`src/sv/grid_dda_column_raycaster_assert.svh`:
```
// ----------------------------------------------------------------------------
// Raycaster assertion macros
// Shared concurrent assertion forms for the raycaster RTL.
// ----------------------------------------------------------------------------
`ifndef GRID_DDA_COLUMN_RAYCASTER_ASSERT_SVH
`define GRID_DDA_COLUMN_RAYCASTER_ASSERT_SVH

// same-cycle implication
`define GDDA_ASSERT_IMPL(label, clk, rst_n, a, b) \
    label: assert property (@(posedge clk) disable iff (!rst_n) (a) |-> (b)) \
        else $error("gdda assertion failed");

// next-cycle implication
`define GDDA_ASSERT_NEXT(label, clk, rst_n, a, b) \
    label: assert property (@(posedge clk) disable iff (!rst_n) (a) |=> (b)) \
        else $error("gdda assertion failed");

`endif

```
`src/sv/gdda_pkg.sv`:
```
// ----------------------------------------------------------------------------
// Raycaster package
// Constants, register indexes and divider control types.
// ----------------------------------------------------------------------------
`default_nettype none

package gdda_pkg;

    localparam int MAX_SCREEN = 1024;

    localparam logic OP_LOAD = 1'b0;
    localparam logic OP_CAST = 1'b1;

    localparam logic [7:0] CFG_SCREEN_WIDTH  = 8'd0;
    localparam logic [7:0] CFG_SCREEN_HEIGHT = 8'd1;
    localparam logic [7:0] CFG_MAP_WIDTH     = 8'd2;
    localparam logic [7:0] CFG_MAP_HEIGHT    = 8'd3;

    localparam logic [31:0] COLOR_Y    = 32'h990000FF;
    localparam logic [31:0] COLOR_X    = 32'hDD0000FF;
    localparam logic [31:0] SAT32      = 32'hFFFFFFFF;
    localparam logic [31:0] NEAR_LIMIT = 32'd7;

    // divider: numerator, denominator and length counter widths
    localparam int DIV_NW = 45;
    localparam int DIV_DW = 44;
    localparam int DIV_LW = 6;

    // grid coordinate width, signed, covers one step outside the map
    localparam int GW = 9;
    // side distance accumulator width
    localparam int ACC_W = 48;

    typedef struct packed {
        logic              start;
        logic [DIV_LW-1:0] len;
    } div_req_t;

    typedef struct packed {
        logic busy;
        logic done;
    } div_stat_t;

endpackage

`default_nettype wire

```
`src/sv/gdda_div.sv`:
```
// ----------------------------------------------------------------------------
// Raycaster divider
// Restoring unsigned divider, one quotient bit per cycle, variable length.
// ----------------------------------------------------------------------------
`default_nettype none

module gdda_div
    import gdda_pkg::*;
(
    input  wire logic              clk,
    input  wire logic              rst_n,
    input  wire div_req_t          req,
    input  wire logic [DIV_NW-1:0] num,
    input  wire logic [DIV_DW-1:0] den,
    output div_stat_t              stat,
    output logic [DIV_NW-1:0]      quo
);

    logic [DIV_LW-1:0] cnt_reg;
    logic              done_reg;
    logic [DIV_NW-1:0] num_reg;
    logic [DIV_DW:0]   rem_reg;
    logic [DIV_DW-1:0] den_reg;
    logic [DIV_NW-1:0] quo_reg;

    logic [DIV_DW:0]   rem_sh;
    logic              fits;

    assign rem_sh = {rem_reg[DIV_DW-1:0], num_reg[DIV_NW-1]};
    assign fits   = rem_sh >= {1'b0, den_reg};

    always_ff @(posedge clk or negedge rst_n)
    begin
        if (!rst_n)
        begin
            cnt_reg  <= '0;
            done_reg <= 1'b0;
        end
        else
        begin
            done_reg <= 1'b0;
            if (req.start)
            begin
                cnt_reg <= req.len;
            end
            else if (cnt_reg != '0)
            begin
                cnt_reg  <= cnt_reg - 1'b1;
                done_reg <= (cnt_reg == DIV_LW'(1));
            end
        end
    end

    always_ff @(posedge clk)
    begin
        if (req.start)
        begin
            // align the numerator so its top bit enters first
            num_reg <= num << (DIV_LW'(DIV_NW) - req.len);
            rem_reg <= '0;
            quo_reg <= '0;
            den_reg <= den;
        end
        else if (cnt_reg != '0)
        begin
            num_reg <= {num_reg[DIV_NW-2:0], 1'b0};
            rem_reg <= fits ? (rem_sh - {1'b0, den_reg}) : rem_sh;
            quo_reg <= {quo_reg[DIV_NW-2:0], fits};
        end
    end

    assign stat.busy = (cnt_reg != '0);
    assign stat.done = done_reg;
    assign quo       = quo_reg;

endmodule

`default_nettype wire

```
`config.mk`:
```
export PLATFORM = sky130hd
export DESIGN_NAME = gdda_div
export DESIGN_NICKNAME = d
export VERILOG_FILES = /design/src/sv/grid_dda_column_raycaster_assert.svh /design/src/sv/gdda_pkg.sv /design/src/sv/gdda_div.sv
export SDC_FILE = /design/constraint.sdc
export NUM_CORES = 1
export LEC_CHECK = 0
export BUFFER_PORTS_ARGS = -buffer_cell sky130_fd_sc_hd__buf_2
export CORE_MARGIN = 3
export CORE_UTILIZATION = 59
export DETAILED_ROUTE_END_ITERATION = 16
export GPL_TIMING_DRIVEN = 0
export PLACE_DENSITY = 0.81
export SETUP_SLACK_MARGIN = 0.4
export SYNTH_ARGS = -nofsm -noshare
export SYNTH_HDL_FRONTEND = slang
export SYNTH_SLANG_ARGS = --single-unit
```
`constraint.sdc`:
```
create_clock -name clk -period 3.62 [get_ports clk]
set_input_delay 0.362 -clock clk [delete_from_list [all_inputs] [get_ports clk]]
set_output_delay 0.362 -clock clk [all_outputs]
set_load 0.01 [all_outputs]
```
# Word-level counts from Yosys, hierarchy flattened
# Index checks and enable logic that the tools add are counted.
[word_totals] ff_bits=185 output_inout_bits=47 word_cells=21
[op_classes] addsub=3 n_lt_le_gt_ge=1 eq_ne=1 shift=1 mux=7 reduce_logical=2
[ops] operator="45-bit two-way mux" count=2
[ops] operator="45-bit by 44-bit greater-or-equal comparator with 1-bit output" count=1
[ops] operator="45-bit by 6-bit << shifter with 45-bit output" count=1
[ops] operator="44-bit two-way mux" count=1
[ops] operator="44-bit subtractor" count=1
[ops] operator="6-bit two-way mux" count=2
[ops] operator="6-bit by 1-bit equality test with 1-bit output (second input constant)" count=1
[ops] operator="6-bit nonzero test" count=1
[ops] operator="6-bit by 1-bit subtractor with 6-bit output (second input constant)" count=1
[ops] operator="6-bit subtractor (first input constant)" count=1
[ops] operator="1-bit two-way mux" count=2
[ops] operator="2-bit nonzero test" count=1

# Longest topological paths before layout
[depth] depth_word=3 ltp_mapped=14 mapped_depth_nobuf=12

# Worst setup path after synthesis
# Ideal clock, no wire load.
[synth_timing] kind="register -> register" startpoint="register cnt_reg[2]" endpoint="register num_reg[0], enable pin" arrival_time_ns=2.285 t_required_ns=3.160 setup_slack_ns=0.876 path_stages_with_launch=8 n_path_buf=2 period_less_slack_ns=2.744 cell_sequence="dfrtp_1 -> nor4_1 -> and2_1 -> clkbuf_1 -> inv_2 -> nor2_1 -> clkbuf_1 -> inv_1"
[synth_between] elab_chain_cells=2
[synth_lines] item="start, declared" line="gdda_div.sv:19" source="logic [DIV_LW-1:0] cnt_reg;"
[synth_lines] item="start signal, assigned" line="gdda_div.sv:44" source="cnt_reg <= req.len;"
[synth_lines] item="start signal, assigned" line="gdda_div.sv:48" source="cnt_reg <= cnt_reg - 1'b1;"
[synth_lines] item="6-bit nonzero test" line="gdda_div.sv:64" source="else if (cnt_reg != '0)"
[synth_lines] item="2-bit nonzero test (no source line)"
[synth_lines] item="end signal, assigned" line="gdda_div.sv:59" source="num_reg <= num << (DIV_LW'(DIV_NW) - req.len);"
[synth_lines] item="end signal, assigned" line="gdda_div.sv:66" source="num_reg <= {num_reg[DIV_NW-2:0], 1'b0};"
[synth_lines] item="end, declared" line="gdda_div.sv:21" source="logic [DIV_NW-1:0] num_reg;"
# No other way between the ends.
# A chain may end at the register's enable or synchronous reset.

==> flow_summary.json <==
{
  "cp_max_fo": 10,
  "htree_levels": 4,
  "yosysMostFrequentCell": "nand2_1",
  "io_pins": 145,
  "cp-start-kind": "flop",
  "use_met3": 0.05119,
  "peakVddDrop_mv": 0.3510,
  "crit_arrival_ns": 2.77,
  "io_buffer_count": 143,
  "cts_tree": "yes",
  "power.density_nw_per_um2": 424.7,
  "status": "completed",
  "finalCriticalPeriod_ns": 3.127,
  "grt_pass1_wl_mm": 53.51,
  "nets": 1672,
  "max-cap-violations": 0,
  "ys.flop_type": "edfxtp_1",
  "synth-edff-count": 89,
  "routed_wl_mm": 34.10,
  "finalInstanceArea_um2": 13640,
  "yosysTopAreaCell": "edfxtp_1",
  "core.rowCount": 51,
  "endpoint_kind": "output pin",
  "drive_gt1_frac": 0.1813,
  "placed_area_um2": 12980,
  "drc": 0,
  "p_clk_frac": 0.319,
  "grt_use_met2": 0.5362,
  "period_share": 0.8638,
  "ys_types": 70,
  "grt_overflow": 0,
  "via_per_inst": 6.090,
  "design.die.area_um2": 21960,
  "yosysWarnings": 0,
  "core_um2": 19650,
  "dr.pass1.iters": 5,
  "synth_top_area_frac": 0.2240,
  "r2r_cells": 13,
  "grt_pass1_vias": 10690,
  "final_max_slew_viol_count": 0,
  "rsz0062_at_grt": "true",
  "path_class": "flop to output pin",
  "synth_common_cells": "nand2_1, a21oi_1, nor2_1",
  "cts_made_buffers": 17,
  "drt_iter0_drc": 1050,
  "max_freq_mhz": 319.8,
  "grt_max_degree": 47,
  "final-hold-violation-count": 0,
  "wl_per_cell_um": 18.89,
  "use_met1": 0.3757,
  "syn_nets": 1508,
  "p_int_uw": 3908,
  "finalWeightedCongestion": 0.9468,
  "setup_viol": 0,
  "vias": 10990,
  "initial_core_util": 0.6071,
  "p_total_uw": 5794,
  "switching_power_uw": 1886,
  "async_flop_share": 0.03784,
  "whs_ns": 0.08970,
  "ys_ff_latch": 185,
  "reg2reg_slack_ns": 0.51,
  "grt.busiest_layer": "met2",
  "clk_latency_ns": 0.44,
  "setup_tns_ns": 0,
  "area_growth_syn_to_layout_pct": 14.33,
  "ys_seq_area_frac": 0.3880,
  "syn_area_um2": 11930,
  "tightest_slew_ns": 1.023,
  "whs_endpoint": "den_reg[39]$_DFFE_PP_",
  "die_w_um": 148.2,
  "grt.total_usage": 0.3049,
  "r2r-end": "rem_reg[43]$_SDFFE_PP0P_",
  "p_seq_frac": 0.426,
  "leakage_uw": 0.005781,
  "clockBufferDepth": 2,
  "clock_sinks": 185,
  "synth.top_cells.by_area": "edfxtp_1, dfxtp_1, nand2_1, mux4_2, a21oi_1",
  "antenna_found_initial": 1,
  "maxSlewHeadroom": 0.3178,
  "timing.rr.start": "den_reg[19]$_DFFE_PP_",
  "skew_ns": 0.01060,
  "switching_share": 0.3255,
  "combPwrFrac": 0.255,
  "postRouteAntennaNets": 0,
  "min_path_cells": 1,
  "die_h_um": 148.2,
  "synth_area_per_cell_um2": 8.760,
  "worstPathRequired_ns": 3.26,
  "timing.final.ws_setup_ns": 0.4930,
  "hold_class": "input pin to flop",
  "clkSlewWorstSetupHoldPaths_ns": 0.08,
  "synthCells": 1362,
  "hold_start": "den[39]",
  "ctsRootBufferMaster": "clkbuf_16",
  "dp_hpwl_mm": 25.47,
  "dp_slack_ns": 0.03826
}
[per-layer routing]
| metal | wire [um] | up-vias |
|---|---|---|
| met5 | 0 | - |
| met1 | 13460 | 5208 |
| met3 | 2320 | 99 |
| met2 | 17230 | 468 |
| met4 | 1092 | 0 |
| li1 | - | 5218 |
[critical path: stages (launching register included)]
cell,delay (ns)
dfrtp_1,0.43
nor4_2,0.40
and2_1,0.17
clkbuf_1,0.33
inv_2,0.19
buf_2,0.28
clkbuf_2,0.29
buf_2,0.21
[power by group through the flow]
| stage | registers (uW) | logic [uW] | clock network [uW] |
|---|---|---|---|
| floorplan | 2490 | 1030 | 0 |
| global placement | 2510 | 1390 | 0 |
| detailed placement | 2510 | 1420 | 0 |
| CTS | 2470 | 1440 | 1870 |
| global route | 2490 | 1610 | 1960 |
| finish | 2470 | 1480 | 1850 |
[logic make-up (layout without fill, tap and decap cells)]
kind of cell | after synthesis | after routing | share of synthesized area
buffers and inverters | 175 | 352 | 0.06302
muxes | 97 | 97 | 0.1161
other | 0 | 1 | 0
DFF | 185 | 185 | 0.3880
AOI/OAI and AO/OA | 372 | 372 | 0.1926
adders and majority gates | 48 | 48 | 0.05096
and+or+nand+nor | 441 | 441 | 0.1570
xor gates and xnor gates | 44 | 44 | 0.03230
[worst max path at each step]
stage                           startpoint                  endpoint  slack (ns)  depth (start not counted)
floorplan           cnt_reg[2]$_DFFE_PN0P_  num_reg[0]$_SDFFCE_PN0P_        0.88                          7
global placement    cnt_reg[2]$_DFFE_PN0P_     num_reg[16]$_DFFE_PP_       -0.39                          7
detailed placement  cnt_reg[2]$_DFFE_PN0P_     num_reg[17]$_DFFE_PP_        0.04                          7
CTS                 cnt_reg[2]$_DFFE_PN0P_                   stat[1]        0.41                          7
global route         den_reg[19]$_DFFE_PP_  rem_reg[43]$_SDFFE_PP0P_        0.37                         13
finish              cnt_reg[2]$_DFFE_PN0P_                   stat[1]        0.49                          7
[per-stage QoR]
step	std cells	utilization
2_1_floorplan	1362	-
3_3_place_gp	1770	0.6604
3_5_place_dp	1770	0.6604
4_1_cts	1803	0.6919
5_1_grt	1805	0.6941
6_report	1805	0.6941
[cells in the final DEF, fill, tap and decap left out, types with 5 or more instances in the layout]
master / netlist / layout
nor2_1: 104 / 104
and3_1: 5 / 5
a21oi_1: 128 / 128
xnor2_1: 26 / 26
buf_1: 8 / 7
mux4_2: 32 / 32
o211ai_1: 13 / 13
o22ai_1: 28 / 28
a31oi_1: 11 / 11
o21bai_1: 8 / 8
dfxtp_1: 89 / 89
a32oi_1: 7 / 7
mux2_2: 11 / 11
edfxtp_1: 89 / 89
nand3_1: 15 / 15
buf_2: 20 / 164
nor2b_1: 6 / 6
nand2b_1: 16 / 16
a21o_1: 18 / 18
nand2_1: 244 / 243
a22oi_1: 5 / 5
clkbuf_1: 47 / 46
buf_4: 14 / 14
a211oi_1: 24 / 23
nand4_1: 17 / 17
nor3_1: 12 / 11
xor2_1: 18 / 18
inv_1: 81 / 80
clkbuf_16: 0 / 18
ha_1: 47 / 47
mux2i_1: 54 / 54
dfrtp_1: 7 / 7
o221ai_1: 7 / 7
o21ai_0: 81 / 81
[cell type report]
class,instances,area [um^2]
clock inverters,13,133.9
diodes,1,2.502
fillers,1682,6012
repair buffers,145,733.2
plain buffers,93,451.7
inverters,82,310.3
flip-flops and latches,185,4629
clock buffers,19,454.2
well taps,265,331.6
multi-input cells,1002,6595
[repair_timing]
| item | CTS | global route |
|---|---|---|
| gates resized for setup | 5 | 10 |
| hold buffers | 1 | 0 |
| pin swaps | 0 | 1 |
| cloned | 0 | 0 |
| buffers inserted | 0 | 1 |
| setup endpoints to repair | 48 | 59 |
| hold endpoints to repair | 7 | 0 |
No activity file was read; power rests on OpenSTA's default activity.
